==> src/hw/rtl/sed_pkg.sv <==
package sed_pkg;

    // fixed build settings
    localparam int unsigned SAMPLE_RATE_HZ = 16000;
    localparam int unsigned PERIOD_FRAMES  = 512;
    localparam int unsigned MAX_RECOVERIES = 3;
    localparam int unsigned MAX_TIMEOUT_MS = 300000;

    // field and counter widths
    localparam int unsigned MS_W   = 19;
    localparam int unsigned THR_W  = 16;
    localparam int unsigned CNT_W  = 24;
    localparam int unsigned REC_W  = 4;
    localparam int unsigned PER_W  = $clog2(PERIOD_FRAMES + 2);
    localparam int unsigned CFG_IDX_W = 2;

    localparam logic [CNT_W-1:0] CNT_MAX = {CNT_W{1'b1}};
    localparam logic [REC_W-1:0] REC_MAX = {REC_W{1'b1}};
    localparam logic [THR_W-1:0] THR_LIMIT = 16'd32767;

    // ms to frames: whole frames per ms plus a rounded-up remainder part
    localparam int unsigned FRAMES_PER_MS = SAMPLE_RATE_HZ / 1000;
    localparam int unsigned RATE_REM      = SAMPLE_RATE_HZ % 1000;
    localparam int unsigned WHOLE_W       = MS_W + $clog2(FRAMES_PER_MS + 1);
    localparam int unsigned REM_W         = MS_W + 10;
    localparam int unsigned RECIP_SH      = 39;
    localparam int unsigned RECIP_W       = 30;
    localparam int unsigned PROD_W        = REM_W + RECIP_W;
    localparam int unsigned BACK_W        = REM_W + 10;
    localparam longint unsigned RECIP     = (64'd1 << RECIP_SH) / 64'd1000 + 64'd1;

    // item kinds
    typedef enum logic [1:0] {
        KIND_START     = 2'd0,
        KIND_SAMPLE    = 2'd1,
        KIND_READ_FAIL = 2'd2,
        KIND_CANCEL    = 2'd3
    } t_kind;

    // recognizer status codes
    localparam logic [2:0] ST_SPEECH    = 3'd1;
    localparam logic [2:0] ST_ENDPOINT  = 3'd2;
    localparam logic [2:0] ST_CANCELLED = 3'd3;

    // result codes
    typedef enum logic [3:0] {
        OUT_CONTINUE   = 4'd0,
        OUT_NATIVE     = 4'd1,
        OUT_FALLBACK   = 4'd2,
        OUT_TIMEOUT    = 4'd3,
        OUT_CANCELLED  = 4'd4,
        OUT_MALFORMED  = 4'd5,
        OUT_BAD_STATUS = 4'd6,
        OUT_REC_FAILED = 4'd7,
        OUT_BAD_CONFIG = 4'd8
    } t_outcome;

    // register indexes
    localparam logic [CFG_IDX_W-1:0] CFG_MIN_SPEECH = 2'd0;
    localparam logic [CFG_IDX_W-1:0] CFG_TRAIL_SIL  = 2'd1;
    localparam logic [CFG_IDX_W-1:0] CFG_MAX_UTT    = 2'd2;
    localparam logic [CFG_IDX_W-1:0] CFG_THRESHOLD  = 2'd3;

    typedef struct packed {
        logic [1:0]        kind;
        logic [MS_W-1:0]   timeout_ms;
        logic signed [15:0] sample;
        logic              last_in_period;
        logic [2:0]        feed_status;
        logic              recovery_ok;
        logic              failure_is_zero;
    } t_item;

    typedef struct packed {
        logic              bad;
        logic [CNT_W-1:0]  min_frames;
        logic [CNT_W-1:0]  sil_frames;
        logic [CNT_W-1:0]  utt_frames;
        logic [THR_W-1:0]  threshold;
    } t_cfg_info;

    typedef struct packed {
        logic              valid;
        t_outcome          outcome;
        logic              done;
        logic [CNT_W-1:0]  captured;
        logic [CNT_W-1:0]  speech;
    } t_result;

    // saturating counter add
    function automatic logic [CNT_W-1:0] sat_add(input logic [CNT_W-1:0] a,
                                                 input logic [CNT_W-1:0] b);
        logic [CNT_W:0] s;
        s = {1'b0, a} + {1'b0, b};
        return s[CNT_W] ? CNT_MAX : s[CNT_W-1:0];
    endfunction

    // ceil(rate * ms / 1000), saturated; the divide by 1000 is a reciprocal multiply
    function automatic logic [CNT_W-1:0] ms_to_frames(input logic [MS_W-1:0] ms);
        logic [WHOLE_W-1:0] whole;
        logic [REM_W-1:0]   y;
        logic [PROD_W-1:0]  prod;
        logic [REM_W-1:0]   q;
        logic [BACK_W-1:0]  back;
        logic               rnd;
        logic [WHOLE_W:0]   sum;
        whole = WHOLE_W'(ms) * WHOLE_W'(FRAMES_PER_MS);
        y     = REM_W'(ms) * REM_W'(RATE_REM);
        prod  = PROD_W'(y) * PROD_W'(RECIP);
        q     = REM_W'(prod >> RECIP_SH);
        back  = BACK_W'(q) * BACK_W'(1000);
        rnd   = (back != BACK_W'(y));
        sum   = (WHOLE_W + 1)'(whole) + (WHOLE_W + 1)'(q) + (WHOLE_W + 1)'(rnd);
        return (sum > (WHOLE_W + 1)'(CNT_MAX)) ? CNT_MAX : CNT_W'(sum);
    endfunction

endpackage

==> src/hw/rtl/speech_endpoint_detector.sv <==
// Speech endpoint detector.
// Input channel (i_in_valid / o_in_ready) takes one word per cycle: a session
// start, one PCM sample, a capture read failure or a cancel. Results leave on
// the output channel (o_out_valid / i_out_ready); a word gives at most one
// result, and in-budget mid-period samples and non-start words outside a
// session give none. Registers are written over the config channel
// (i_cfg_valid / o_cfg_ready, always ready); the user must write them only
// while no session work is in flight, as the block does not enforce it. A word
// passes the input register, then the result register. Throughput: one word
// per cycle unless the output stalls; the session update is a single pass of
// compare, add and multiply logic between the two registers. Stalls: when the
// receiver holds i_out_ready low the result register keeps its word and the
// input register can still take one more word; after that o_in_ready drops
// until the result is taken. Reset (synchronous, active low) ends any session,
// clears all counters and loads the default endpoint settings; the first word
// is taken the cycle after reset is released.
module speech_endpoint_detector (
    input  logic                          i_clk,
    input  logic                          i_rst_n,
    input  logic                          i_in_valid,
    output logic                          o_in_ready,
    input  logic [1:0]                    i_kind,
    input  logic [sed_pkg::MS_W-1:0]      i_timeout_ms,
    input  logic signed [15:0]            i_sample,
    input  logic                          i_last_in_period,
    input  logic [2:0]                    i_feed_status,
    input  logic                          i_recovery_ok,
    input  logic                          i_failure_is_zero,
    output logic                          o_out_valid,
    input  logic                          i_out_ready,
    output logic [3:0]                    o_outcome,
    output logic                          o_session_done,
    output logic [sed_pkg::CNT_W-1:0]     o_captured_frames,
    output logic [sed_pkg::CNT_W-1:0]     o_speech_frames,
    input  logic                          i_cfg_valid,
    output logic                          o_cfg_ready,
    input  logic [sed_pkg::CFG_IDX_W-1:0] i_cfg_index,
    input  logic [sed_pkg::MS_W-1:0]      i_cfg_data
);
    import sed_pkg::*;

    logic      r_in_valid;
    t_item     r_item;
    logic      r_out_valid;
    t_result   r_res;
    logic      adv;
    logic      in_take;
    t_cfg_info cfg;
    t_result   res;

    assign o_cfg_ready = 1'b1;

    // handshake control
    assign adv        = r_in_valid && (!r_out_valid || i_out_ready);
    assign o_in_ready = !r_in_valid || adv;
    assign in_take    = i_in_valid && o_in_ready;

    sed_cfg u_cfg (
        .i_clk       (i_clk),
        .i_rst_n     (i_rst_n),
        .i_cfg_valid (i_cfg_valid),
        .i_cfg_index (i_cfg_index),
        .i_cfg_data  (i_cfg_data),
        .o_cfg       (cfg)
    );

    sed_core u_core (
        .i_clk   (i_clk),
        .i_rst_n (i_rst_n),
        .i_fire  (adv),
        .i_item  (r_item),
        .i_cfg   (cfg),
        .o_res   (res)
    );

    // input register
    always_ff @(posedge i_clk) begin
        if (!i_rst_n) begin
            r_in_valid <= 1'b0;
        end else if (in_take) begin
            r_in_valid <= 1'b1;
        end else if (adv) begin
            r_in_valid <= 1'b0;
        end
    end

    always_ff @(posedge i_clk) begin
        if (in_take) begin
            r_item.kind            <= i_kind;
            r_item.timeout_ms      <= i_timeout_ms;
            r_item.sample          <= i_sample;
            r_item.last_in_period  <= i_last_in_period;
            r_item.feed_status     <= i_feed_status;
            r_item.recovery_ok     <= i_recovery_ok;
            r_item.failure_is_zero <= i_failure_is_zero;
        end
    end

    // result register
    always_ff @(posedge i_clk) begin
        if (!i_rst_n) begin
            r_out_valid <= 1'b0;
        end else if (adv) begin
            r_out_valid <= res.valid;
        end else if (i_out_ready) begin
            r_out_valid <= 1'b0;
        end
    end

    always_ff @(posedge i_clk) begin
        if (adv) begin
            r_res <= res;
        end
    end

    assign o_out_valid       = r_out_valid;
    assign o_outcome         = r_res.outcome;
    assign o_session_done    = r_res.done;
    assign o_captured_frames = r_res.captured;
    assign o_speech_frames   = r_res.speech;

    // speech is only counted on frames that were captured
    a_speech_le_captured: assert property (@(posedge i_clk) disable iff (!i_rst_n)
        o_out_valid |-> (o_speech_frames <= o_captured_frames))
        else $error("speech count above captured count");

    // a fallback endpoint needs counted speech
    a_fallback_has_speech: assert property (@(posedge i_clk) disable iff (!i_rst_n)
        (o_out_valid && (o_outcome == OUT_FALLBACK)) |-> (o_speech_frames != '0))
        else $error("fallback endpoint with no speech frames");

    // continue never closes a session, every other outcome does
    a_done_matches: assert property (@(posedge i_clk) disable iff (!i_rst_n)
        o_out_valid |-> (o_session_done == (o_outcome != OUT_CONTINUE)))
        else $error("session done flag disagrees with outcome");

    // a buffered word is kept while the result register is stalled
    a_hold_on_stall: assert property (@(posedge i_clk) disable iff (!i_rst_n)
        (r_in_valid && r_out_valid && !i_out_ready) |=> (r_in_valid && $stable(r_item)))
        else $error("buffered word lost during output stall");

endmodule

==> src/hw/rtl/sed_cfg.sv <==
module sed_cfg (
    input  logic                             i_clk,
    input  logic                             i_rst_n,
    input  logic                             i_cfg_valid,
    input  logic [sed_pkg::CFG_IDX_W-1:0]    i_cfg_index,
    input  logic [sed_pkg::MS_W-1:0]         i_cfg_data,
    output sed_pkg::t_cfg_info               o_cfg
);
    import sed_pkg::*;

    logic [MS_W-1:0]  r_min_speech_ms;
    logic [MS_W-1:0]  r_trail_sil_ms;
    logic [MS_W-1:0]  r_max_utt_ms;
    logic [THR_W-1:0] r_threshold;

    // register writes
    always_ff @(posedge i_clk) begin
        if (!i_rst_n) begin
            r_min_speech_ms <= MS_W'(300);
            r_trail_sil_ms  <= MS_W'(800);
            r_max_utt_ms    <= MS_W'(15000);
            r_threshold     <= THR_W'(500);
        end else if (i_cfg_valid) begin
            case (i_cfg_index)
                CFG_MIN_SPEECH: r_min_speech_ms <= i_cfg_data;
                CFG_TRAIL_SIL:  r_trail_sil_ms  <= i_cfg_data;
                CFG_MAX_UTT:    r_max_utt_ms    <= i_cfg_data;
                CFG_THRESHOLD:  r_threshold     <= i_cfg_data[THR_W-1:0];
                default: ;
            endcase
        end
    end

    // settings check
    always_comb begin
        o_cfg.bad = (r_min_speech_ms == '0) || (r_trail_sil_ms == '0) ||
                    (r_max_utt_ms == '0) ||
                    (r_min_speech_ms > r_max_utt_ms) ||
                    (r_trail_sil_ms > r_max_utt_ms) ||
                    (r_max_utt_ms > MS_W'(MAX_TIMEOUT_MS)) ||
                    (r_threshold == '0) || (r_threshold > THR_LIMIT);
        o_cfg.min_frames = ms_to_frames(r_min_speech_ms);
        o_cfg.sil_frames = ms_to_frames(r_trail_sil_ms);
        o_cfg.utt_frames = ms_to_frames(r_max_utt_ms);
        o_cfg.threshold  = r_threshold;
    end

endmodule

==> src/hw/rtl/sed_core.sv <==
module sed_core (
    input  logic                 i_clk,
    input  logic                 i_rst_n,
    input  logic                 i_fire,
    input  sed_pkg::t_item       i_item,
    input  sed_pkg::t_cfg_info   i_cfg,
    output sed_pkg::t_result     o_res
);
    import sed_pkg::*;

    logic             r_active,      n_active;
    logic [CNT_W-1:0] r_captured,    n_captured;
    logic [CNT_W-1:0] r_frame_limit, n_frame_limit;
    logic             r_speech_seen, n_speech_seen;
    logic [CNT_W-1:0] r_speech_cnt,  n_speech_cnt;
    logic [CNT_W-1:0] r_quiet_cnt,   n_quiet_cnt;
    logic [CNT_W-1:0] r_min_frames,  n_min_frames;
    logic [CNT_W-1:0] r_sil_frames,  n_sil_frames;
    logic [CNT_W-1:0] r_utt_frames,  n_utt_frames;
    logic [PER_W-1:0] r_period_cnt,  n_period_cnt;
    logic             r_period_quiet, n_period_quiet;
    logic [REC_W-1:0] r_rec_cnt,     n_rec_cnt;

    logic [16:0]      mag;
    logic [CNT_W-1:0] left;
    logic [PER_W-1:0] allowed;
    logic [PER_W-1:0] cnt_inc;
    logic             quiet_nx;
    logic [CNT_W-1:0] cap_sum;
    logic             seen_nx;
    logic [CNT_W-1:0] speech_sum;
    logic [CNT_W-1:0] quiet_sum;
    logic             fallback;
    logic [MS_W-1:0]  timeout_sat;
    logic [CNT_W-1:0] limit_new;
    logic             used_up;

    // per-sample datapath
    always_comb begin
        mag = i_item.sample[15] ? (17'd0 - {i_item.sample[15], i_item.sample})
                                : {1'b0, i_item.sample};
        left = (r_frame_limit > r_captured) ? (r_frame_limit - r_captured) : '0;
        allowed = (left < CNT_W'(PERIOD_FRAMES)) ? left[PER_W-1:0] : PER_W'(PERIOD_FRAMES);
        cnt_inc = r_period_cnt + PER_W'(1);
        quiet_nx = r_period_quiet && (mag <= {1'b0, i_cfg.threshold});
        cap_sum = sat_add(r_captured, CNT_W'(cnt_inc));
        seen_nx = r_speech_seen || (i_item.feed_status == ST_SPEECH);
        speech_sum = sat_add(r_speech_cnt, CNT_W'(cnt_inc));
        quiet_sum = quiet_nx ? sat_add(r_quiet_cnt, CNT_W'(cnt_inc)) : '0;
        fallback = seen_nx && ((speech_sum >= r_utt_frames) ||
                   ((speech_sum >= r_min_frames) && (quiet_sum >= r_sil_frames)));
        timeout_sat = (i_item.timeout_ms > MS_W'(MAX_TIMEOUT_MS)) ?
                      MS_W'(MAX_TIMEOUT_MS) : i_item.timeout_ms;
        limit_new = ms_to_frames(timeout_sat);
        used_up = (r_rec_cnt >= REC_W'(MAX_RECOVERIES));
    end

    // session decisions and next state
    always_comb begin
        n_active       = r_active;
        n_captured     = r_captured;
        n_frame_limit  = r_frame_limit;
        n_speech_seen  = r_speech_seen;
        n_speech_cnt   = r_speech_cnt;
        n_quiet_cnt    = r_quiet_cnt;
        n_min_frames   = r_min_frames;
        n_sil_frames   = r_sil_frames;
        n_utt_frames   = r_utt_frames;
        n_period_cnt   = r_period_cnt;
        n_period_quiet = r_period_quiet;
        n_rec_cnt      = r_rec_cnt;
        o_res.valid    = 1'b0;
        o_res.outcome  = OUT_CONTINUE;
        o_res.done     = 1'b0;

        case (i_item.kind)
            KIND_START: begin
                n_captured     = '0;
                n_frame_limit  = '0;
                n_speech_seen  = 1'b0;
                n_speech_cnt   = '0;
                n_quiet_cnt    = '0;
                n_min_frames   = '0;
                n_sil_frames   = '0;
                n_utt_frames   = '0;
                n_rec_cnt      = '0;
                n_period_cnt   = '0;
                n_period_quiet = 1'b1;
                o_res.valid    = 1'b1;
                if (i_cfg.bad) begin
                    o_res.outcome = OUT_BAD_CONFIG;
                    o_res.done    = 1'b1;
                end else begin
                    n_frame_limit = limit_new;
                    n_min_frames  = i_cfg.min_frames;
                    n_sil_frames  = i_cfg.sil_frames;
                    n_utt_frames  = i_cfg.utt_frames;
                    if (limit_new == '0) begin
                        o_res.outcome = OUT_TIMEOUT;
                        o_res.done    = 1'b1;
                    end
                end
            end
            KIND_SAMPLE: begin
                if (r_active) begin
                    n_period_cnt   = cnt_inc;
                    n_period_quiet = quiet_nx;
                    if (cnt_inc > allowed) begin
                        // period overran its budget: not counted
                        n_period_cnt   = '0;
                        n_period_quiet = 1'b1;
                        o_res.valid    = 1'b1;
                        o_res.outcome  = OUT_MALFORMED;
                        o_res.done     = 1'b1;
                    end else if (i_item.last_in_period) begin
                        n_captured     = cap_sum;
                        n_period_cnt   = '0;
                        n_period_quiet = 1'b1;
                        o_res.valid    = 1'b1;
                        if (i_item.feed_status == ST_ENDPOINT) begin
                            o_res.outcome = OUT_NATIVE;
                            o_res.done    = 1'b1;
                        end else if (i_item.feed_status == ST_CANCELLED) begin
                            o_res.outcome = OUT_CANCELLED;
                            o_res.done    = 1'b1;
                        end else begin
                            n_speech_seen = seen_nx;
                            if (seen_nx) begin
                                n_speech_cnt = speech_sum;
                                n_quiet_cnt  = quiet_sum;
                            end
                            if (fallback) begin
                                o_res.outcome = OUT_FALLBACK;
                                o_res.done    = 1'b1;
                            end else if (i_item.feed_status > ST_SPEECH) begin
                                o_res.outcome = OUT_BAD_STATUS;
                                o_res.done    = 1'b1;
                            end else if (cap_sum >= r_frame_limit) begin
                                o_res.outcome = OUT_TIMEOUT;
                                o_res.done    = 1'b1;
                            end
                        end
                    end
                end
            end
            KIND_READ_FAIL: begin
                if (r_active) begin
                    n_period_cnt   = '0;
                    n_period_quiet = 1'b1;
                    if (r_rec_cnt != REC_MAX) begin
                        n_rec_cnt = r_rec_cnt + REC_W'(1);
                    end
                    o_res.valid = 1'b1;
                    if (i_item.failure_is_zero || used_up || !i_item.recovery_ok) begin
                        o_res.outcome = OUT_REC_FAILED;
                        o_res.done    = 1'b1;
                    end
                end
            end
            KIND_CANCEL: begin
                if (r_active) begin
                    n_period_cnt   = '0;
                    n_period_quiet = 1'b1;
                    o_res.valid    = 1'b1;
                    o_res.outcome  = OUT_CANCELLED;
                    o_res.done     = 1'b1;
                end
            end
            default: ;
        endcase

        // session state after this word
        if (i_item.kind == KIND_START) begin
            n_active = !o_res.done;
        end else if (o_res.done) begin
            n_active = 1'b0;
        end
        o_res.captured = n_captured;
        o_res.speech   = n_speech_cnt;
    end

    // session state registers
    always_ff @(posedge i_clk) begin
        if (!i_rst_n) begin
            r_active       <= 1'b0;
            r_captured     <= '0;
            r_frame_limit  <= '0;
            r_speech_seen  <= 1'b0;
            r_speech_cnt   <= '0;
            r_quiet_cnt    <= '0;
            r_min_frames   <= '0;
            r_sil_frames   <= '0;
            r_utt_frames   <= '0;
            r_period_cnt   <= '0;
            r_period_quiet <= 1'b1;
            r_rec_cnt      <= '0;
        end else if (i_fire) begin
            r_active       <= n_active;
            r_captured     <= n_captured;
            r_frame_limit  <= n_frame_limit;
            r_speech_seen  <= n_speech_seen;
            r_speech_cnt   <= n_speech_cnt;
            r_quiet_cnt    <= n_quiet_cnt;
            r_min_frames   <= n_min_frames;
            r_sil_frames   <= n_sil_frames;
            r_utt_frames   <= n_utt_frames;
            r_period_cnt   <= n_period_cnt;
            r_period_quiet <= n_period_quiet;
            r_rec_cnt      <= n_rec_cnt;
        end
    end

endmodule
==> config.mk <==
export PLATFORM = sky130hd
export DESIGN_NAME = speech_endpoint_detector
export DESIGN_NICKNAME = d
export VERILOG_FILES = /design/src/hw/rtl/sed_pkg.sv /design/src/hw/rtl/speech_endpoint_detector.sv /design/src/hw/rtl/sed_cfg.sv /design/src/hw/rtl/sed_core.sv
export SDC_FILE = /design/constraint.sdc
export NUM_CORES = 1
export LEC_CHECK = 0
export BUFFER_PORTS_ARGS = -buffer_cell sky130_fd_sc_hd__buf_2
export CORE_MARGIN = 2
export CORE_UTILIZATION = 65
export CTS_BUF_LIST = sky130_fd_sc_hd__clkbuf_8
export DETAILED_ROUTE_END_ITERATION = 10
export GPL_ROUTABILITY_DRIVEN = 0
export PLACE_DENSITY = 0.88
export SLEW_MARGIN = 20
export SYNTH_ARGS = -nofsm -noshare
export SYNTH_HDL_FRONTEND = slang
export SYNTH_SLANG_ARGS = --single-unit
==> constraint.sdc <==
create_clock -name i_clk -period 7.58 [get_ports i_clk]
set_input_delay 2.274 -clock i_clk [delete_from_list [all_inputs] [get_ports i_clk]]
set_output_delay 2.274 -clock i_clk [all_outputs]
set_load 0.03 [all_outputs]
==> impl_table.tex, run 1 <==
\begin{tabular}{lr}
\hline
Metric & Value \\
\hline
\multicolumn{2}{l}{\textbf{Drt}} \\
Number of remaining DRC errors & 0 \\
Count of routing violations after the opening detailed-route iteration & 2242 \\
Antenna-violating nets left & 0 \\
Via count & 18286 \\
Router iterations before antenna repair & 7 \\
Met2 Routed Length & 25200 um \\
Uppermost metal layer occupied by signal nets & met4 \\
Routed length per instance & 19.9 um \\
Vias per inst & 6.48 \\
Detailed Route WL & 56100 um \\
Routed metal-1 wirelength & 22200 um \\
Wire length on met3 & 6280 um \\
\multicolumn{2}{l}{\textbf{Die}} \\
Die Footprint & 0.0316 sq mm \\
Floorplan row count & 63 \\
Die span in x & 178 um \\
Vertical die dimension & 178 um \\
Effective utilization at floorplan & 66.1\% \\
I/O pin count & 125 \\
Core Box Area & 0.0296 sq mm \\
\multicolumn{2}{l}{\textbf{Global route}} \\
Global route overflow & 0 \\
Total global routing track utilization & 35.3\% \\
First-pass GRT wire length & 89200 um \\
Antenna violations before repair & 0 \\
Number of global-route vias before repair & 17532 \\
Maximum number of pins on one net before global-route repair & 72 \\
\multicolumn{2}{l}{\textbf{Final layout}} \\
Ant. Diodes & 0 \\
Fill cells & 2228 \\
Nets & 2652 \\
Share of cells above drive strength 1 & 11.1\% \\
Post-layout util & 73.1\% \\
Final cell count without fillers & 2820 \\
Area growth from synthesis to layout & 10.5\% \\
Most common cell after layout, fill and taps aside & sky130\_fd\_sc\_hd\_\_nand2\_1 \\
Most frequent cells in the layout & sky130\_fd\_sc\_hd\_\_nand2\_1, sky130\_fd\_sc\_hd\_\_dfxtp\_1, sky130\_fd\_sc\_hd\_\_ha\_1 \\
\multicolumn{2}{l}{\textbf{Clocking}} \\
Clock Tree Buf Depth & 3 \\
Number of clock sinks seen by CTS & 336 \\
Skew-Pair Late Insertion Delay & 610 ps \\
Clock tree from TritonCTS & built \\
Buffers inserted during post-CTS setup optimization & 0 \\
Total of hold buffers inserted after clock tree synthesis & 0 \\
CTS resizes & 0 \\
Level count of the clock H-tree & 2 \\
Clock transition at path regs & 70 ps \\
Clock Tree Root & sky130\_fd\_sc\_hd\_\_clkbuf\_8 \\
Number of clock buffers inserted by TritonCTS & 54 \\
\multicolumn{2}{l}{\textbf{Synth}} \\
Post-synthesis adder-cell area fraction & 12.6\% \\
Number of different library cells in the post-synthesis netlist & 98 \\
Yosys warning count & 0 \\
FF+latch count, synth & 336 \\
Prevailing post-synth register cell & sky130\_fd\_sc\_hd\_\_dfxtp\_1 \\
Post-synthesis instance area & 0.0196 sq mm \\
Net Count, Synth & 2539 \\
Part of the Yosys area used for sequential elements & 39.2\% \\
Gate count of the mapped netlist & 2274 \\
Share of the synthesized netlist area taken by xor and xnor gates & 3.49\% \\
Post-Syn Area per Cell & 8.62 sq um \\
Main combinational cell family by area after synthesis & compound AO/OA/AOI/OAI gates \\
Post-Synth Simple-Gate Area & 17.8\% \\
Proportion of synthesized flip-flops having asynchronous set or reset & 0\% \\
Fraction of the mapped netlist area in compound gates & 21.2\% \\
Number of flops mapped to enable cells by yosys & 96 \\
Portion of netlist area occupied by mux cells & 0.664\% \\
\multicolumn{2}{l}{\textbf{Worst setup path}} \\
Critical Path Start Type & register \\
Maximum fanout along the worst path & 19 \\
Setup Crit Path Kind & register to register \\
CP max stage delay & 650 ps \\
Cell-by-cell trace of the critical path & inv\_1 > ha\_1 > and2\_1 > o211ai\_1 > a221o\_1 > a31o\_2 > o31ai\_1 > mux2i\_1 > o311ai\_0 > nor4\_4 > nand3\_1 > ha\_1 > a21o\_1 > a21o\_1 > a21oi\_1 > o211ai\_1 > a21o\_1 > or3\_1 > nor2\_2 > buf\_4 > a22oi\_1 > nor2\_1 \\
WP data arrival & 6930 ps \\
Crit path top cell by count & sky130\_fd\_sc\_hd\_\_a21o\_1 \\
Required time at the endpoint of the critical path & 8110 ps \\
Master of the slowest instance on the critical path & sky130\_fd\_sc\_hd\_\_nor2\_2 \\
Nature of the critical path endpoint & register \\
\multicolumn{2}{l}{\textbf{Timing}} \\
Peak Freq & 0.156 GHz \\
Setup Skew & 22.5 ps \\
Total count of hold-check failures in the final report & 0 \\
Relative max-transition margin & 29.0\% \\
Unrepaired setup endpoints after global routing & false \\
Actual slew at the worst max-slew pin & 1060 ps \\
Final worst path period share & 84.5\% \\
Minimum clock period & 6410 ps \\
Setup violations, final & 0 \\
Worst setup slack after layout & 1170 ps \\
Number of pins with negative max-slew slack in the final report & 0 \\
Setup TNS & 0 ps \\
\multicolumn{2}{l}{\textbf{Outcome}} \\
Status & finished clean \\
\multicolumn{2}{l}{\textbf{Placed design}} \\
Inst Count DP & 2721 \\
Half-perimeter wire length after placement & 41300 um \\
Quantity of I/O buffers inserted on ports & 123 \\
Setup WS pre-CTS & 1410 ps \\
\multicolumn{2}{l}{\textbf{Power}} \\
Pwr per Cell Area & 186 mW/mm\^{}2 \\
LEAKAGE & 0.00918 uW \\
Max VDD drop & 0.000143 V \\
\multicolumn{2}{l}{\textbf{Min path}} \\
Hold WC Path Type & register to register \\
\multicolumn{2}{l}{\textbf{Flow run}} \\
Max cap viols & 0 \\
\hline
\end{tabular}
[synth_stat cells (50+ instances only)]
master	count	area (sq um)
sky130_fd_sc_hd__nand2_1	332	1250
sky130_fd_sc_hd__dfxtp_1	240	4800
sky130_fd_sc_hd__ha_1	193	2410
sky130_fd_sc_hd__a21oi_1	172	861
sky130_fd_sc_hd__inv_1	169	634
sky130_fd_sc_hd__nor2_1	157	589
sky130_fd_sc_hd__o21ai_0	152	761
sky130_fd_sc_hd__edfxtp_1	96	2880
sky130_fd_sc_hd__nand3_1	84	420
sky130_fd_sc_hd__clkbuf_1	69	259
sky130_fd_sc_hd__xnor2_1	54	473
sky130_fd_sc_hd__a22oi_1	52	390
sky130_fd_sc_hd__a21o_1	50	375
[report_power, final]
| part | switching (uW) | internal (uW) | leakage, uW |
|---|---|---|---|
| Combinational | 317 | 172 | 0.00565 |
| Clock | 729 | 851 | 0.000615 |
| Sequential | 52.1 | 1900 | 0.00291 |
[cell type report]
type	instances	area, sq um	area share, %
multi-input combinational	1683	11000	50.7
inverter	169	636	2.94
sequential	336	7690	35.5
timing repair buffer	143	766	3.54
clock buffer	62	853	3.94
tap	390	488	2.25
clock inverter	37	250	1.16
[routing by layer]
metal / global-route usage (%) / vias to the layer above
li1: - / 8432
met1: 46.5 / 8505
met2: 55.0 / 1117
met3: 8.48 / 232
met4: 15.7 / 0
met5: 0 / -
[registers in the layout, indices dropped and copies added (netlist names), 24 cells and up]
name / flops
r_item: 43
u_core.r_quiet_cnt: 24
u_core.r_captured: 24
o_speech_frames: 24
u_core.r_speech_cnt: 24
o_captured_frames: 24
[worst paths after layout]
| path | start | end | slack, ps | depth (start not counted) |
|---|---|---|---|---|
| worst max-delay path | u_core.r_captured[10] | u_core.r_quiet_cnt[21] | 1170 | 22 |
| worst min-delay path | u_core.r_quiet_cnt[0] | u_core.r_quiet_cnt[0] | 470 | 2 |
| worst max register to register | u_core.r_captured[10] | u_core.r_quiet_cnt[21] | 1170 | 22 |
| worst min register to register | u_core.r_quiet_cnt[0] | u_core.r_quiet_cnt[0] | 470 | 2 |
[worst max-delay path: cells and delay by family (launching register included)]
family / cells / cell delay, ps
AOI/OAI and AO/OA: 11 / 2380
and+or+nand+nor: 6 / 2050
adders and majority gates: 2 / 710
buffers and inverters: 2 / 530
DFF: 1 / 460
muxes: 1 / 220
[cells by family (layout without fill, tap and decap cells)]
logic type / count (synthesis) / after routing
muxes: 12 / 12
DFF: 336 / 336
adders and majority gates: 196 / 196
AOI/OAI and AO/OA: 639 / 639
other: 1 / 1
buffers and inverters: 255 / 411
xor gates and xnor gates: 78 / 78
and+or+nand+nor: 757 / 757
[stage by stage]
step           total power (uW)  hold WS (ps)  instance area (sq um)
2_1_floorplan              2310           436                  19600
3_3_place_gp               2430           443                  20500
3_5_place_dp               2460           455                  20500
4_1_cts                    4000           464                  21600
5_1_grt                    4150           497                  21700
6_report                   4020           469                  21700
No activity file was read; power rests on OpenSTA's default activity.
==> run 2, diff against run 1 <==
--- a/config.mk
+++ b/config.mk
@@ -7,11 +7,11 @@
 export LEC_CHECK = 0
 export BUFFER_PORTS_ARGS = -buffer_cell sky130_fd_sc_hd__buf_2
 export CORE_MARGIN = 2
-export CORE_UTILIZATION = 65
+export CORE_UTILIZATION = 64
 export CTS_BUF_LIST = sky130_fd_sc_hd__clkbuf_8
 export DETAILED_ROUTE_END_ITERATION = 10
 export GPL_ROUTABILITY_DRIVEN = 0
-export PLACE_DENSITY = 0.88
+export PLACE_DENSITY = 0.86
 export SLEW_MARGIN = 20
 export SYNTH_ARGS = -nofsm -noshare
 export SYNTH_HDL_FRONTEND = slang
==> constraint.sdc (replaced) <==
create_clock -name i_clk -period 6.1 [get_ports i_clk]
set_input_delay 1.83 -clock i_clk [delete_from_list [all_inputs] [get_ports i_clk]]
set_output_delay 1.83 -clock i_clk [all_outputs]
set_load 0.03 [all_outputs]
==> run 2 against run 1 <==
Against the previous run: register-to-register slack lost 1100 ps; largest cell class unchanged; first-iteration DRC count down 2.5%; worst hold slack worse by 4.7 ps; total power grew 26%; final area rose by 1.0%; sequential cell count unchanged; worst setup slack worse by 1100 ps; sequential power grew 25%; maximum frequency up 6.8%; combinational power rose by 27%; via count grew 0.16%.
==> impl_table.tex, run 2 (synthesis results as in run 1) <==
\begin{tabular}{lr}
\hline
Metric & Value \\
\hline
\multicolumn{2}{l}{\textbf{Worst setup path}} \\
Nature of the critical path endpoint & register \\
CP max stage delay & 610 ps (-40 ps) \\
Required time at the endpoint of the critical path & 6470 ps (-1640 ps) \\
Critical Path Start Type & register \\
Master of the slowest instance on the critical path & sky130\_fd\_sc\_hd\_\_a2111oi\_2 \\
CP startpoint & u\_core.r\_period\_cnt[0] \\
Cell-by-cell trace of the critical path & ha\_1 > nand3\_1 > xnor2\_2 > ha\_1 > o211ai\_1 > o21ai\_1 > o2111ai\_1 > a2111oi\_2 > nand2\_1 > nor2\_1 > xnor2\_1 > nand2\_1 > ha\_1 > a21oi\_1 > o21ai\_0 > a22oi\_1 > nand3\_1 > a211oi\_1 > a2bb2oi\_1 > and3\_1 > a22oi\_2 > a31o\_1 \\
Crit path top cell by count & sky130\_fd\_sc\_hd\_\_ha\_1 \\
Maximum fanout along the worst path & 5 (-14) \\
Setup Crit Path Kind & register to register \\
Reg2reg start & u\_core.r\_period\_cnt[0] \\
WP data arrival & 6370 ps (-560 ps) \\
\multicolumn{2}{l}{\textbf{Clocking}} \\
Skew-Pair Late Insertion Delay & 610 ps (about the same) \\
Total of hold buffers inserted after clock tree synthesis & 0 (unchanged) \\
Clock transition at path regs & 70 ps (about the same) \\
Clock Tree Buf Depth & 3 (unchanged) \\
Level count of the clock H-tree & 2 (unchanged) \\
Clock Tree Root & sky130\_fd\_sc\_hd\_\_clkbuf\_8 \\
Number of clock buffers inserted by TritonCTS & 55 (+1.9\%) \\
Number of clock sinks seen by CTS & 336 (unchanged) \\
Clock tree from TritonCTS & built \\
\multicolumn{2}{l}{\textbf{Power}} \\
Pwr per Cell Area & 232 mW/mm\^{}2 (+25\%) \\
Sequential cell fraction of total power & 47.7\% (-0.8 points) \\
Switching Fraction & 27.0\% (-0.34 points) \\
Power share of the clock group & 40.0\% (+0.7 points) \\
Cell internal pwr & 3710 uW (+27\%) \\
Max VDD drop & 0.000197 V (+37\%) \\
Combinational Power Share & 12.2\% (about the same) \\
Power spent charging and discharging nets & 1370 uW (+25\%) \\
LEAKAGE & 0.00932 uW (+1.5\%) \\
\multicolumn{2}{l}{\textbf{Die}} \\
Die Footprint & 0.0320 sq mm (+1.5\%) \\
Vertical die dimension & 179 um (+0.76\%) \\
I/O pin count & 125 (unchanged) \\
Floorplan row count & 64 (+1.6\%) \\
Core Box Area & 0.0303 sq mm (+2.4\%) \\
Effective utilization at floorplan & 64.6\% (-1.5 points) \\
Die span in x & 179 um (+0.76\%) \\
\multicolumn{2}{l}{\textbf{Timing}} \\
Minimum clock period & 6000 ps (-410 ps) \\
Setup Skew & 41.3 ps (+18.9 ps) \\
Unrepaired setup endpoints after global routing & true \\
Total count of hold-check failures in the final report & 0 (unchanged) \\
Relative max-transition margin & 23.1\% (-5.9 points) \\
Setup violations, final & 0 (unchanged) \\
Peak Freq & 0.167 GHz (+6.8\%) \\
Final worst path period share & 98.3\% (+14 points) \\
Worst hold slack & 464 ps (-4.73 ps) \\
Number of pins with negative max-slew slack in the final report & 0 (unchanged) \\
Setup TNS & 0 ps (unchanged) \\
Worst setup slack after layout & 103 ps (-1070 ps) \\
Actual slew at the worst max-slew pin & 1150 ps (+89.1 ps) \\
\multicolumn{2}{l}{\textbf{Drt}} \\
Vias per inst & 6.45 (-0.51\%) \\
Detailed Route WL & 56200 um (+0.17\%) \\
Via count & 18316 (+0.16\%) \\
Routed length per instance & 19.8 um (-0.50\%) \\
Router iterations before antenna repair & 6 (-1) \\
Count of routing violations after the opening detailed-route iteration & 2187 (-2.5\%) \\
Number of remaining DRC errors & 0 (unchanged) \\
Antenna-violating nets left & 0 (unchanged) \\
\multicolumn{2}{l}{\textbf{Global route}} \\
Total global routing track utilization & 34.4\% (-0.88 points) \\
First-pass GRT wire length & 87600 um (-1.8\%) \\
Number of global-route vias before repair & 17376 (-0.89\%) \\
Global route overflow & 0 (unchanged) \\
Antenna violations before repair & 1 (+1) \\
Maximum number of pins on one net before global-route repair & 104 (+44\%) \\
\multicolumn{2}{l}{\textbf{Placed design}} \\
Setup WS pre-CTS & 2.99 ps (-1400 ps) \\
Quantity of I/O buffers inserted on ports & 123 (unchanged) \\
Half-perimeter wire length after placement & 41500 um (+0.52\%) \\
Inst Count DP & 2732 (+0.40\%) \\
Total cell area at the placement stage & 0.0206 sq mm (+0.22\%) \\
\multicolumn{2}{l}{\textbf{Min path}} \\
Beginning of the worst hold path & u\_core.r\_quiet\_cnt[2] \\
Hold WC Path Type & register to register \\
\multicolumn{2}{l}{\textbf{Final layout}} \\
Final cell count without fillers & 2839 (+0.67\%) \\
Summed area of non-filler cells in the final layout & 0.0219 sq mm (+1.0\%) \\
Number of flip-flops in the largest register & 43 (unchanged) \\
Most frequent cells in the layout & sky130\_fd\_sc\_hd\_\_nand2\_1, sky130\_fd\_sc\_hd\_\_dfxtp\_1, sky130\_fd\_sc\_hd\_\_ha\_1 \\
Register with the most flip-flops & r\_item \\
Share of cells above drive strength 1 & 12.0\% (+0.92 points) \\
Nets & 2662 (+0.38\%) \\
Area growth from synthesis to layout & 11.6\% \\
Most common cell after layout, fill and taps aside & sky130\_fd\_sc\_hd\_\_nand2\_1 \\
Ant. Diodes & 0 (unchanged) \\
\multicolumn{2}{l}{\textbf{Flow run}} \\
Max cap viols & 0 (unchanged) \\
\multicolumn{2}{l}{\textbf{Outcome}} \\
Status & finished clean \\
\hline
\end{tabular}
[run 2: area by class of cell]
type	instances	area [sq um]
clock buffer	71	977
clock inverter	32	199
fill	2224	8470
inverter	169	636
multi-input combinational	1683	11000
sequential	336	7690
tap	396	495
timing repair buffer	152	846
[run 2: power by group through the flow]
stage | Sequential, uW | Combinational [uW] | Clock [uW]
2_1_floorplan | 2460 | 402 | 0
3_3_place_gp | 2470 | 567 | 0
3_5_place_dp | 2470 | 590 | 0
4_1_cts | 2420 | 595 | 2050
5_1_grt | 2430 | 674 | 2150
6_report | 2430 | 622 | 2030
[run 2: critical path: cells and delay by family (launching register included)]
family | cells | cell delay [ps]
flip-flops | 1 | 420
XOR/XNOR | 2 | 600
AND/OR/NAND/NOR | 6 | 1010
adder cells (fa/ha/maj) | 3 | 830
AO/OA/AOI/OAI | 11 | 2910
[run 2: what timing repair did]
item / 4_1_cts / 5_1_grt
setup buffers: 0 / 3
resized for setup: 1 / 12
cloned: 0 / 0
endpoints found under the setup margin: 2 / 53
pin swaps: 0 / 3
[run 2: stage by stage]
stage                     util [%]  power, uW
after global placement        67.8       3030
final                         72.1       5080
after global routing          72.1       5250
after floorplan                  -       2870
after CTS                     71.7       5070
after detailed placement      67.8       3060
[run 2: worst paths after layout]
kind,end,slack [ps],cells after the start
setup / recovery,o_outcome[1],100,22
hold / removal,u_core.r_quiet_cnt[2],460,2
setup reg to reg,o_outcome[1],100,22
hold reg to reg,u_core.r_quiet_cnt[2],460,2
[run 2: layer usage]
metal  routed length, um  vias up  track usage, %  share of wire (%)
met1               22300     8512            45.8                 40
li1                    -     8449               -                  -
met2               24900     1106            53.9                 44
met5                  11        -               0              0.020
met4                2480        2            14.9                4.4
met3                6530      247            7.46                 12
==> run 3, diff against run 2 <==
--- a/config.mk
+++ b/config.mk
@@ -8,11 +8,10 @@
 export BUFFER_PORTS_ARGS = -buffer_cell sky130_fd_sc_hd__buf_2
 export CORE_MARGIN = 2
 export CORE_UTILIZATION = 64
-export CTS_BUF_LIST = sky130_fd_sc_hd__clkbuf_8
+export CTS_BUF_LIST = sky130_fd_sc_hd__clkbuf_4
 export DETAILED_ROUTE_END_ITERATION = 10
 export GPL_ROUTABILITY_DRIVEN = 0
 export PLACE_DENSITY = 0.86
-export SLEW_MARGIN = 20
 export SYNTH_ARGS = -nofsm -noshare
 export SYNTH_HDL_FRONTEND = slang
 export SYNTH_SLANG_ARGS = --single-unit
==> run 3 against run 2 <==
Against the previous run: maximum frequency increased by 1.4%; non-clock buffer count shrank 1; worst setup slack gained 82 ps; sequential cell count unchanged; count of clock-buffer cells in the layout increased by 63; clock skew is 35 ps higher; critical path type unchanged; largest cell class unchanged; highest routed layer unchanged.
==> impl_table.tex, run 3 (synthesis results as in run 1) <==
\begin{tabular}{lr}
\hline
Metric & Value \\
\hline
\multicolumn{2}{l}{\textbf{Worst setup path}} \\
Reg2Reg Capture Point & o\_session\_done \\
Flop2flop setup slack & 190 ps (+80 ps) \\
WP data arrival & 6420 ps (+50 ps) \\
Number of cells traversed by the worst register-to-register path & 21 (-4.5\%) \\
Critical path buffers and inverters & 0 (unchanged) \\
Master of the slowest instance on the critical path & sky130\_fd\_sc\_hd\_\_a2111oi\_2 \\
Critical Path Start Type & register \\
Kind of cell adding the most delay to the critical path & compound AO/OA/AOI/OAI gates \\
CP max stage delay & 590 ps (-20 ps) \\
Crit path top cell by count & sky130\_fd\_sc\_hd\_\_ha\_1 \\
Reg2reg start & u\_core.r\_period\_cnt[0] \\
Maximum fanout along the worst path & 5 (unchanged) \\
Setup Crit Path Kind & register to register \\
Nature of the critical path endpoint & register \\
Cell-by-cell trace of the critical path & ha\_1 > xor2\_1 > ha\_1 > o211ai\_1 > o21ai\_1 > o2111ai\_1 > a2111oi\_2 > nand2\_1 > nor2\_1 > xnor2\_1 > nand2\_1 > ha\_1 > a21oi\_1 > o21ai\_0 > a22oi\_1 > nand3\_1 > a211oi\_1 > a2bb2oi\_1 > and3\_1 > a22oi\_2 > o22a\_2 \\
Required time at the endpoint of the critical path & 6600 ps (+130 ps) \\
\multicolumn{2}{l}{\textbf{Global route}} \\
First-pass GRT wire length & 87800 um (+0.16\%) \\
Total global routing track utilization & 34.6\% (+0.23 points) \\
Number of global-route vias before repair & 17478 (+0.59\%) \\
Global route overflow & 0 (unchanged) \\
Maximum number of pins on one net before global-route repair & 104 (unchanged) \\
Antenna violations before repair & 2 (+1) \\
\multicolumn{2}{l}{\textbf{Timing}} \\
Final worst path period share & 97.0\% (-1.3 points) \\
Number of pins with negative max-slew slack in the final report & 0 (unchanged) \\
Actual slew at the worst max-slew pin & 1180 ps (+26.5 ps) \\
Relative max-transition margin & 21.0\% (-2.1 points) \\
Unrepaired setup endpoints after global routing & true \\
Setup Skew & 76.4 ps (+35.1 ps) \\
Minimum clock period & 5910 ps (-81.8 ps) \\
Peak Freq & 0.169 GHz (+1.4\%) \\
Total count of hold-check failures in the final report & 0 (unchanged) \\
Setup violations, final & 0 (unchanged) \\
\multicolumn{2}{l}{\textbf{Clocking}} \\
Number of clock sinks seen by CTS & 336 (unchanged) \\
Skew-Pair Late Insertion Delay & 790 ps (+180 ps) \\
Level count of the clock H-tree & 3 (+1) \\
Clock tree from TritonCTS & built \\
Clock transition at path regs & 70 ps (about the same) \\
Clock Tree Root & sky130\_fd\_sc\_hd\_\_clkbuf\_4 \\
Clock Tree Buf Depth & 3 (unchanged) \\
Number of clock buffers inserted by TritonCTS & 88 (+60\%) \\
\multicolumn{2}{l}{\textbf{Final layout}} \\
Number of flip-flops in the largest register & 43 (unchanged) \\
Share of cells above drive strength 1 & 14.3\% (+2.4 points) \\
Final cell count without fillers & 2892 (+1.9\%) \\
Most frequent cells in the layout & sky130\_fd\_sc\_hd\_\_nand2\_1, sky130\_fd\_sc\_hd\_\_dfxtp\_1, sky130\_fd\_sc\_hd\_\_ha\_1 \\
Area growth from synthesis to layout & 11.4\% \\
Fill cells & 2251 (+1.2\%) \\
Summed area of non-filler cells in the final layout & 0.0218 sq mm (-0.21\%) \\
Nets & 2694 (+1.2\%) \\
Most common cell after layout, fill and taps aside & sky130\_fd\_sc\_hd\_\_nand2\_1 \\
Register with the most flip-flops & r\_item \\
\multicolumn{2}{l}{\textbf{Power}} \\
LEAKAGE & 0.00929 uW (-0.25\%) \\
Power spent charging and discharging nets & 1400 uW (+2.3\%) \\
Combinational Power Share & 12.3\% (about the same) \\
Switching Fraction & 27.9\% (+0.95 points) \\
Max VDD drop & 0.000183 V (-7.0\%) \\
Power share of the clock group & 39.4\% (-0.6 points) \\
Sequential cell fraction of total power & 48.3\% (+0.6 points) \\
Cell internal pwr & 3620 uW (-2.5\%) \\
Pwr per Cell Area & 230 mW/mm\^{}2 (-1.0\%) \\
\multicolumn{2}{l}{\textbf{Drt}} \\
Via count & 18600 (+1.6\%) \\
Router iterations before antenna repair & 7 (+1) \\
Routed length per instance & 19.5 um (-1.7\%) \\
Count of routing violations after the opening detailed-route iteration & 2379 (+8.8\%) \\
Vias per inst & 6.43 (-0.31\%) \\
Number of remaining DRC errors & 0 (unchanged) \\
Antenna-violating nets left & 0 (unchanged) \\
Detailed Route WL & 56300 um (+0.14\%) \\
\multicolumn{2}{l}{\textbf{Min path}} \\
Number of stages on the worst hold path & 2 (unchanged) \\
Beginning of the worst hold path & u\_core.r\_quiet\_cnt[2] \\
End of the worst hold path & u\_core.r\_quiet\_cnt[2] \\
Hold WC Path Type & register to register \\
\multicolumn{2}{l}{\textbf{Die}} \\
Core Box Area & 0.0303 sq mm (unchanged) \\
Floorplan row count & 64 (unchanged) \\
Die Footprint & 0.0320 sq mm (unchanged) \\
Die span in x & 179 um (unchanged) \\
I/O pin count & 125 (unchanged) \\
Vertical die dimension & 179 um (unchanged) \\
Effective utilization at floorplan & 64.6\% (unchanged) \\
\multicolumn{2}{l}{\textbf{Placed design}} \\
Total cell area at the placement stage & 0.0206 sq mm (unchanged) \\
Inst Count DP & 2732 (unchanged) \\
Half-perimeter wire length after placement & 41500 um (unchanged) \\
Quantity of I/O buffers inserted on ports & 123 (unchanged) \\
\multicolumn{2}{l}{\textbf{Flow run}} \\
Max cap viols & 0 (unchanged) \\
\multicolumn{2}{l}{\textbf{Outcome}} \\
Status & finished clean \\
\hline
\end{tabular}
run 3: changes by cell type in the layout (fill, tap and decap cells not counted), moves of 12 or more:
cell,before,now
sky130_fd_sc_hd__clkbuf_4,0,134
sky130_fd_sc_hd__clkbuf_8,71,0
sky130_fd_sc_hd__inv_1,190,167
sky130_fd_sc_hd__clkinv_1,4,16
run 3: metal layers:
layer	track usage, %	routed length [um]	vias up
met5	0	17	-
met4	16.0	2420	2
met3	7.91	6930	243
met2	53.8	24900	1228
met1	45.9	22000	8569
li1	-	-	8558
run 3: how the worst max path moves through the flow:
| stage | endpoint | slack, ps | cells past startpoint | from |
|---|---|---|---|---|
| 5_1_grt | o_outcome[2] | -140 | 24 | u_core.r_period_cnt[0] |
| 3_5_place_dp | o_outcome[1] | 3 | 22 | u_core.r_period_cnt[0] |
| 2_1_floorplan | u_core.r_quiet_cnt[0] | 1150 | 23 | u_core.r_captured[10] |
| 4_1_cts | o_outcome[2] | 10 | 21 | u_core.r_period_cnt[0] |
| 3_3_place_gp | o_outcome[1] | 260 | 22 | u_core.r_period_cnt[0] |
| 6_report | o_session_done | 190 | 21 | u_core.r_period_cnt[0] |
run 3: through the flow:
step	total power [uW]	worst slack (ps)	utilization (%)	hold WS [ps]	setup TNS, ps
detailed placement	3060	2.99	67.8	452	0
finish	5020	185	71.9	466	0
floorplan	2870	1150	-	436	0
global placement	3030	256	67.8	446	0
global route	5210	-142	71.9	480	-319
CTS	5000	9.57	71.5	462	0
run 3: layout make-up:
| class | instances | area, sq um | share of cell area [%] |
|---|---|---|---|
| inverter | 169 | 636 | 2.91 |
| sequential | 336 | 7690 | 35.2 |
| timing repair buffer | 151 | 826 | 3.78 |
| antenna | 1 | 2.50 | 0.0115 |
| clock inverter | 22 | 118 | 0.539 |
| clock buffer | 134 | 1010 | 4.61 |
| tap | 396 | 495 | 2.27 |
| multi-input combinational | 1683 | 11100 | 50.7 |
run 3: timing repair:
action,in CTS,in global routing
setup buffers,0,3
gates resized for setup,1,19
hold buffers,0,0
endpoints found under the setup margin,2,84
pin swaps,0,3
run 3: worst reg2reg max path, delay by kind of cell, from the launching register on:
| kind | cells | cell delay (ps) |
|---|---|---|
| xor gates and xnor gates | 2 | 660 |
| and+or+nand+nor | 5 | 810 |
| AOI/OAI and AO/OA | 11 | 2830 |
| adders and majority gates | 3 | 920 |
| DFF | 1 | 420 |
run 3: power by group through the flow:
stage,clock (uW),sequential [uW],combinational [uW]
2_1_floorplan,0,2460,402
3_3_place_gp,0,2470,567
3_5_place_dp,0,2470,590
4_1_cts,1990,2420,594
5_1_grt,2110,2430,671
6_report,1980,2420,618
